**config.mk**
```make
export PLATFORM = sky130hd
export DESIGN_NAME = priority_preemptive_scheduler_top
export DESIGN_NICKNAME = d
export VERILOG_FILES = /design/src/hw/rtl/pps_pkg.sv /design/src/hw/rtl/priority_preemptive_scheduler_top.sv
export SDC_FILE = /design/constraint.sdc
export NUM_CORES = 1
export LEC_CHECK = 0
export BUFFER_PORTS_ARGS = -buffer_cell sky130_fd_sc_hd__buf_4
export CAP_MARGIN = 20
export CORE_MARGIN = 5
export CORE_UTILIZATION = 60
export DETAILED_ROUTE_END_ITERATION = 8
export PLACE_DENSITY = 0.82
export REMOVE_ABC_BUFFERS = 1
export SYNTH_ARGS = -nofsm -noshare
export SYNTH_HDL_FRONTEND = slang
export SYNTH_SLANG_ARGS = --single-unit
```
**constraint.sdc**
```tcl
create_clock -name clk -period 3.9 [get_ports clk]
set_input_delay 0.39 -clock clk [delete_from_list [all_inputs] [get_ports clk]]
set_output_delay 0.39 -clock clk [all_outputs]
set_load 0.01 [all_outputs]
```
**src/hw/rtl/pps_pkg.sv**
```systemverilog
// shared types and constants for the priority preemptive scheduler
package pps_pkg;

	localparam int QUEUE_DEPTH = 16;
	localparam int QIDX_W      = $clog2(QUEUE_DEPTH);
	localparam int FILL_W      = QIDX_W + 1;
	localparam int ID_W        = 8;
	localparam int PRIO_W      = 6;
	localparam int SLICE_W     = 8;
	localparam int REQ_W       = 3;

	localparam logic [PRIO_W-1:0]  PRIORITY_MAX = PRIO_W'(63);
	localparam logic [ID_W-1:0]    RESET_ID     = ID_W'(1);
	localparam logic [PRIO_W-1:0]  RESET_PRIO   = PRIO_W'(31);
	localparam logic [SLICE_W-1:0] RESET_SLICE  = SLICE_W'(4);

	localparam logic [REQ_W-1:0] REQ_TICK    = 3'd0;
	localparam logic [REQ_W-1:0] REQ_CREATE  = 3'd1;
	localparam logic [REQ_W-1:0] REQ_UNBLOCK = 3'd2;
	localparam logic [REQ_W-1:0] REQ_BLOCK   = 3'd3;
	localparam logic [REQ_W-1:0] REQ_YIELD   = 3'd4;
	localparam logic [REQ_W-1:0] REQ_SETPRIO = 3'd5;
	localparam logic [REQ_W-1:0] REQ_EXIT    = 3'd6;

	typedef enum logic [3:0] {
		ST_IDLE,
		ST_DECODE,
		ST_YIELD,
		ST_INSERT,
		ST_SCAN,
		ST_SHIFT,
		ST_CHECK,
		ST_DISPATCH,
		ST_OUT
	} state_t;

endpackage

```
**src/hw/rtl/priority_preemptive_scheduler_top.sv**
```systemverilog
// priority preemptive scheduler with time slice: sequencer, ready queue and running thread
// Usage:
// - request channel (in_valid/in_ready) carries req_type, thread_id and priority_req;
//   in_ready is high only while the sequencer waits for a new item
// - result channel (out_valid/out_ready) gives one item per request: running thread,
//   its priority, idle flag, switched, ready queue fill and overflow
// - cfg_valid/cfg_data writes the slice length; cfg_ready is always high, write only when quiet
// - sequence: decode, then the output state for a tick without yield or an unused code;
//   an insert adds the insert, scan and shift states, the scan passing up to 15 queue entries;
//   a dispatch, a preemption check and a yield add their own states; then back to idle
// - the insert position is found by one priority comparator stepping through the queue,
//   one entry a cycle, then the entries from that position on shift together
// - reset: thread 1 runs at priority 31, empty queue, slice count 0, slice length 4
// - the result sits in an output register; a new item is taken while it waits, and
//   the sequencer holds in its final state until the register is free
module priority_preemptive_scheduler_top
	import pps_pkg::*;
(
	input  logic               clk,
	input  logic               arst_n,
	input  logic               cfg_valid,
	output logic               cfg_ready,
	input  logic [SLICE_W-1:0] cfg_data,
	input  logic               in_valid,
	output logic               in_ready,
	input  logic [REQ_W-1:0]   req_type,
	input  logic [ID_W-1:0]    thread_id,
	input  logic [PRIO_W-1:0]  priority_req,
	output logic               out_valid,
	input  logic               out_ready,
	output logic [ID_W-1:0]    running_id,
	output logic [PRIO_W-1:0]  running_priority,
	output logic               running_idle,
	output logic               switched,
	output logic [FILL_W-1:0]  ready_count,
	output logic               overflow
);

	state_t state_q, state_d;

	logic [SLICE_W-1:0] slice_len_q;
	logic [REQ_W-1:0]   req_q, req_d;
	logic [ID_W-1:0]    id_q, id_d;
	logic [PRIO_W-1:0]  pr_q, pr_d;
	logic [ID_W-1:0]    ins_id_q, ins_id_d;
	logic [PRIO_W-1:0]  ins_pr_q, ins_pr_d;
	logic [FILL_W-1:0]  pos_q, pos_d;
	logic [FILL_W-1:0]  fill_q, fill_d;
	logic [ID_W-1:0]    cur_id_q, cur_id_d;
	logic [PRIO_W-1:0]  cur_pr_q, cur_pr_d;
	logic               idle_q, idle_d;
	logic [SLICE_W-1:0] slice_q, slice_d;
	logic               drop_q, drop_d;
	logic               moved_q, moved_d;
	logic               yield_q, yield_d;
	logic               out_valid_q, out_valid_d;
	logic               out_load;
	logic               ins_wr;
	logic               pop;
	logic [SLICE_W-1:0] slice_inc;
	state_t             after_ins;

	logic [ID_W-1:0]   ready_ids_q [QUEUE_DEPTH];
	logic [PRIO_W-1:0] ready_prio_q [QUEUE_DEPTH];

	logic [ID_W-1:0]   out_id_q;
	logic [PRIO_W-1:0] out_pr_q;
	logic              out_idle_q;
	logic              out_switched_q;
	logic [FILL_W-1:0] out_fill_q;
	logic              out_overflow_q;

	assign cfg_ready = 1'b1;
	assign in_ready  = (state_q == ST_IDLE);

	assign slice_inc = (slice_q != '1) ? slice_q + SLICE_W'(1) : slice_q;

	// where an insert continues once the queue has been updated
	always_comb begin
		if (yield_q) begin
			after_ins = ST_DISPATCH;
		end else if (req_q == REQ_CREATE) begin
			after_ins = ST_CHECK;
		end else begin
			after_ins = ST_OUT;
		end
	end

	always_ff @(posedge clk or negedge arst_n) begin
		if (!arst_n) begin
			state_q     <= ST_IDLE;
			slice_len_q <= RESET_SLICE;
			fill_q      <= '0;
			cur_id_q    <= RESET_ID;
			cur_pr_q    <= RESET_PRIO;
			idle_q      <= 1'b0;
			slice_q     <= '0;
			drop_q      <= 1'b0;
			moved_q     <= 1'b0;
			yield_q     <= 1'b0;
			out_valid_q <= 1'b0;
			pos_q       <= '0;
		end else begin
			state_q     <= state_d;
			fill_q      <= fill_d;
			cur_id_q    <= cur_id_d;
			cur_pr_q    <= cur_pr_d;
			idle_q      <= idle_d;
			slice_q     <= slice_d;
			drop_q      <= drop_d;
			moved_q     <= moved_d;
			yield_q     <= yield_d;
			out_valid_q <= out_valid_d;
			pos_q       <= pos_d;
			if (cfg_valid && cfg_ready) begin
				slice_len_q <= cfg_data;
			end
		end
	end

	always_ff @(posedge clk) begin
		req_q    <= req_d;
		id_q     <= id_d;
		pr_q     <= pr_d;
		ins_id_q <= ins_id_d;
		ins_pr_q <= ins_pr_d;
		if (out_load) begin
			out_id_q       <= cur_id_q;
			out_pr_q       <= cur_pr_q;
			out_idle_q     <= idle_q;
			out_switched_q <= moved_q;
			out_fill_q     <= fill_q;
			out_overflow_q <= drop_q;
		end
	end

	always_comb begin
		state_d     = state_q;
		req_d       = req_q;
		id_d        = id_q;
		pr_d        = pr_q;
		ins_id_d    = ins_id_q;
		ins_pr_d    = ins_pr_q;
		pos_d       = pos_q;
		fill_d      = fill_q;
		cur_id_d    = cur_id_q;
		cur_pr_d    = cur_pr_q;
		idle_d      = idle_q;
		slice_d     = slice_q;
		drop_d      = drop_q;
		moved_d     = moved_q;
		yield_d     = yield_q;
		out_valid_d = out_valid_q && !out_ready;
		out_load    = 1'b0;
		ins_wr      = 1'b0;
		pop         = 1'b0;

		case (state_q)
			ST_IDLE: begin
				if (in_valid) begin
					req_d   = req_type;
					id_d    = thread_id;
					pr_d    = (priority_req > PRIORITY_MAX) ? PRIORITY_MAX : priority_req;
					drop_d  = 1'b0;
					moved_d = 1'b0;
					yield_d = 1'b0;
					state_d = ST_DECODE;
				end
			end
			ST_DECODE: begin
				case (req_q)
					REQ_TICK: begin
						slice_d = slice_inc;
						state_d = (slice_inc >= slice_len_q) ? ST_YIELD : ST_OUT;
					end
					REQ_CREATE, REQ_UNBLOCK: begin
						ins_id_d = id_q;
						ins_pr_d = pr_q;
						state_d  = ST_INSERT;
					end
					REQ_BLOCK, REQ_EXIT: begin
						state_d = ST_DISPATCH;
					end
					REQ_YIELD: begin
						state_d = ST_YIELD;
					end
					REQ_SETPRIO: begin
						if (!idle_q) begin
							cur_pr_d = pr_q;
							state_d  = ST_CHECK;
						end else begin
							state_d = ST_OUT;
						end
					end
					default: begin
						state_d = ST_OUT;
					end
				endcase
			end
			ST_YIELD: begin
				yield_d = 1'b1;
				if (!idle_q) begin
					ins_id_d = cur_id_q;
					ins_pr_d = cur_pr_q;
					state_d  = ST_INSERT;
				end else begin
					state_d = ST_DISPATCH;
				end
			end
			ST_INSERT: begin
				if (fill_q >= FILL_W'(QUEUE_DEPTH)) begin
					drop_d  = 1'b1;
					state_d = after_ins;
				end else begin
					pos_d   = '0;
					state_d = ST_SCAN;
				end
			end
			ST_SCAN: begin
				// walk past entries of higher or equal priority
				if (pos_q < fill_q && ins_pr_q <= ready_prio_q[pos_q[QIDX_W-1:0]]) begin
					pos_d = pos_q + FILL_W'(1);
				end else begin
					state_d = ST_SHIFT;
				end
			end
			ST_SHIFT: begin
				ins_wr  = 1'b1;
				fill_d  = fill_q + FILL_W'(1);
				state_d = after_ins;
			end
			ST_CHECK: begin
				if (!idle_q && fill_q != '0 && cur_pr_q < ready_prio_q[0]) begin
					state_d = ST_YIELD;
				end else begin
					state_d = ST_OUT;
				end
			end
			ST_DISPATCH: begin
				slice_d = '0;
				if (fill_q == '0) begin
					idle_d   = 1'b1;
					cur_id_d = '0;
					cur_pr_d = '0;
					moved_d  = moved_q || !idle_q;
				end else begin
					idle_d   = 1'b0;
					cur_id_d = ready_ids_q[0];
					cur_pr_d = ready_prio_q[0];
					pop      = 1'b1;
					fill_d   = fill_q - FILL_W'(1);
					moved_d  = moved_q || idle_q || (cur_id_q != ready_ids_q[0]);
				end
				state_d = ST_OUT;
			end
			ST_OUT: begin
				if (!out_valid_q || out_ready) begin
					out_valid_d = 1'b1;
					out_load    = 1'b1;
					state_d     = ST_IDLE;
				end
			end
			default: begin
				state_d = ST_IDLE;
			end
		endcase
	end

	// queue entries: open a gap at the insert position, or move everything toward the head on a pop
	for (genvar i = 0; i < QUEUE_DEPTH; i++) begin : g_entry
		always_ff @(posedge clk) begin
			if (ins_wr) begin
				if (FILL_W'(i) == pos_q) begin
					ready_ids_q[i]  <= ins_id_q;
					ready_prio_q[i] <= ins_pr_q;
				end else if (FILL_W'(i) > pos_q) begin
					if (i > 0) begin
						ready_ids_q[i]  <= ready_ids_q[(i > 0) ? i - 1 : 0];
						ready_prio_q[i] <= ready_prio_q[(i > 0) ? i - 1 : 0];
					end
				end
			end else if (pop) begin
				if (i < QUEUE_DEPTH - 1) begin
					ready_ids_q[i]  <= ready_ids_q[(i < QUEUE_DEPTH - 1) ? i + 1 : i];
					ready_prio_q[i] <= ready_prio_q[(i < QUEUE_DEPTH - 1) ? i + 1 : i];
				end
			end
		end
	end

	assign out_valid        = out_valid_q;
	assign running_id       = out_id_q;
	assign running_priority = out_pr_q;
	assign running_idle     = out_idle_q;
	assign switched         = out_switched_q;
	assign ready_count      = out_fill_q;
	assign overflow         = out_overflow_q;

endmodule

```
==> reports/qor.txt <==
post-layout min period: 3.320 ns
Hold WC Path Type: in -> reg
synthesized flop and latch total: 326
crit path capture type: flop
Routed WL per cell: 20.88 um
drt first-iter violations: 1559
final-report setup violation count: 0
switch share: 0.3672
RR Startpoint: pos_q[2]$_DFFE_PN0P_
register-to-register setup slack: 0.58 ns
cell area after synthesis: 0.01712 mm^2
Psw: 5443 uW
leakage: 0.006763 uW
Post-DP Area: 0.01776 mm^2
Hold Crit Depth: 1
yosys warns: 0
clk sink count: 326
Core ar.: 0.02801 mm^2
Worst Max-Slew Pin Slew: 1.042 ns
drt pass-1 iters: 5
Mapped Avg Cell Area: 11.44 um^2
clock-pin transition on the worst setup and hold timing paths: 0.06 ns
Vias: 12144
Routed Antenna Nets: 0
TritonCTS clock tree: built
Seq pwr share: 0.444
DIE AREA: 0.03201 mm^2
Resized cells post-CTS: 0
Worst R2R Path Depth: 10
Final Hold Fails: 0
layout cell share with drive strength beyond 1: 0.1503
FF-to-FF End: pos_q[3]$_DFFE_PN0P_
final period utilization: 0.8514
fmax: 0.3012 GHz
Clock Tree Buf Depth: 3
Critical Path RT: 4.31 ns
Cells after Synth: 1496
VDD IR max: 0.4906 mV
sequential share of the synthesized area: 0.5581
worst hold path startpoint: thread_id[5]
vias in the first global route: 12045
outcome: finished clean
Arr. time, crit path: 3.73 ns
initial antenna violation count: 1
Yosys cell types: 60
Die X: 178.9 um
P per Cell Area: 785.3 mW/mm^2
grt total ovfl: 0
Global Route Usage Sum: 0.2536
Area Overhead vs Synth: 10.26%
DP Wirelength: 26.36 mm
Post-synth top flop: edfxtp_1
Hold EP: id_q[5]$_DFFE_PP_
chip height: 178.9 um
Routed WL: 39.84 mm
Pwr Total: 14820 uW
P_int: 9379 uW
slew margin rel.: 0.3026
global-route wire length before repair: 64.96 mm
# hold bufs at CTS: 1
CTS buffer count: 35
post-place setup slack: 0.6730 ns
Layout Nets: 1565
largest net degree at the start of global routing: 241
critical path type: reg -> reg
RSZ-0062 raised after global routing: no
setup bufs post-CTS: 0
number of remaining DRC errors: 0
routability cong.: 0.8984
CP startpoint kind: flop
# rows: 61
EDFF count, synth: 277
ys async rst share: 0.1503
Pins Over Slew Limit: 0
fin util: 0.6738
number of antenna diodes: 0
io pins: 55
H-tree lvl count: 2
PnR worst setup slack: 0.5796 ns
PortBufs: 53
CTS Root Cell: clkbuf_16
clock power share: 0.215
Final Cell Area: 0.01887 mm^2
Clock Skew: 0.01981 ns
max-cap violation count: 0
clock latency on the worst-skew pair: 0.53 ns
worst-path fanout max: 36
combinational power share: 0.342
Initial Util: 0.6111
post-DR vias/cell: 6.365
[synth_stat cells (5+ instances only)]
| cell | number | area, um^2 |
|---|---|---|
| o211ai_1 | 15 | 112.6 |
| o21ai_0 | 168 | 840.8 |
| buf_1 | 9 | 33.78 |
| clkbuf_1 | 81 | 304.0 |
| a22oi_1 | 18 | 135.1 |
| buf_2 | 12 | 60.06 |
| buf_4 | 5 | 37.54 |
| nand2b_1 | 8 | 50.05 |
| mux4_2 | 29 | 653.1 |
| nand2_1 | 296 | 1111 |
| edfxtp_1 | 277 | 8318 |
| dfstp_2 | 7 | 183.9 |
| dfrtp_1 | 42 | 1051 |
| buf_6 | 9 | 101.4 |
| nand4_1 | 7 | 43.79 |
| mux2i_1 | 146 | 1461 |
| mux2_2 | 29 | 326.6 |
| a21oi_1 | 22 | 110.1 |
| nand3_1 | 32 | 160.2 |
| nor2_1 | 61 | 229.0 |
| o21a_1 | 5 | 37.54 |
| a21o_1 | 10 | 75.07 |
| ha_1 | 30 | 375.4 |
| nor3_1 | 12 | 60.06 |
| and3_1 | 6 | 37.54 |
| inv_1 | 35 | 131.4 |
| a31oi_1 | 5 | 31.28 |
| o21ai_1 | 15 | 75.07 |
| xnor2_1 | 17 | 148.9 |
| a221o_1 | 28 | 280.3 |
| and2_1 | 6 | 37.54 |
[worst max-delay path, stage by stage, from the launching register on]
cell      delay (ns)
dfrtp_2         0.93
mux4_2          0.45
mux4_2          0.47
inv_1           0.07
ha_1            0.24
a21oi_1         0.26
o211ai_1        0.14
a21oi_1         0.14
buf_4           0.18
a31oi_1         0.09
o21a_1          0.22
[stage by stage]
stage                     cells  hold slack (ns)  setup TNS (ns)
after global routing       1908          0.02836               0
after global placement     1842           0.4500               0
after detailed placement   1842           0.4406               0
after CTS                  1906          0.02552               0
final                      1908          0.04215               0
after floorplan            1380          0.09441        -2103.17
[per-layer routing]
| layer | vias up | wire length [um] | GRT usage |
|---|---|---|---|
| met4 | 2 | 911 | 0.06780 |
| met1 | 5879 | 16230 | 0.3589 |
| met2 | 660 | 18980 | 0.4093 |
| met5 | - | 10 | 0 |
| met3 | 84 | 3714 | 0.04618 |
| li1 | 5519 | - | - |
[worst max-delay path by stage]
stage / start / endpoint / slack (ns)
after global placement: pos_q[2]$_DFFE_PN0P_ / pos_q[3]$_DFFE_PN0P_ / 0.72
after floorplan: state_q[2]$_DFFE_PN0P_ / ready_ids_q[1][0]$_DFFE_PP_ / -12.43
after global routing: pos_q[2]$_DFFE_PN0P_ / pos_q[3]$_DFFE_PN0P_ / 0.39
after CTS: pos_q[2]$_DFFE_PN0P_ / pos_q[3]$_DFFE_PN0P_ / 0.63
final: pos_q[2]$_DFFE_PN0P_ / pos_q[3]$_DFFE_PN0P_ / 0.58
after detailed placement: pos_q[2]$_DFFE_PN0P_ / pos_q[3]$_DFFE_PN0P_ / 0.67
[cell type report]
type                    count  area (um^2)
fillers                  1947         9136
flip-flops and latches    326         9555
multi-input cells        1018         6932
clock inverters            17        102.6
well taps                 378        473.0
clock buffers              46        979.7
inverters                  36        140.1
repair buffers             87        691.9
[power by group through the flow]
stage / Clock (uW) / Sequential (uW) / Combinational, uW
floorplan: 0 / 6260 / 3680
global placement: 0 / 6500 / 4710
detailed placement: 0 / 6570 / 4950
CTS: 3210 / 6530 / 5020
global route: 3380 / 6690 / 5550
finish: 3180 / 6580 / 5060
[placed cells by master (no fill, tap or decap), drive strengths merged, types with 4 or more instances in the layout]
cell	synthesis	final
nand2	297	297
o211ai	15	15
and2	6	6
buf	35	86
mux2	29	29
a21oi	30	30
xnor2	17	17
a22oi	18	18
clkbuf	81	46
nor2b	4	4
dfstp	7	7
mux2i	146	146
nor3	12	12
o21a	5	5
nand4	7	7
a21o	10	10
mux4	29	29
clkinv	0	12
inv	36	39
and3	6	6
or3	4	4
nand3	32	32
nor2	65	65
nand2b	8	8
a221o	28	28
ha	30	30
a31oi	5	5
o21ai	183	183
dfrtp	42	42
edfxtp	277	277
[state kept, by name, indices dropped and copies added, names as in the netlist, 3 cells and up]
| register | count |
|---|---|
| slice_len_q | 8 |
| ready_prio_q | 96 |
| ready_ids_q | 128 |
| pr_q | 6 |
| id_q | 8 |
| ins_pr_q | 6 |
| fill_q | 5 |
| running_priority | 6 |
| running_id | 8 |
| cur_pr_q | 6 |
| pos_q | 5 |
| cur_id_q | 8 |
| req_q | 3 |
| state_q | 4 |
| slice_q | 8 |
| ready_count | 5 |
| ins_id_q | 8 |
[logic make-up (layout without fill, tap and decap cells)]
kind of cell	Yosys count	count (layout)	share of synthesized area
adders and majority gates	31	31	0.02310
AOI/OAI and AO/OA	316	316	0.1159
DFF	326	326	0.5581
other	1	1	0.0002191
xor gates and xnor gates	17	17	0.008698
buffers and inverters	152	186	0.03954
and+or+nand+nor	449	449	0.1119
muxes	204	204	0.1426
Power figures use the tool's default switching activity.
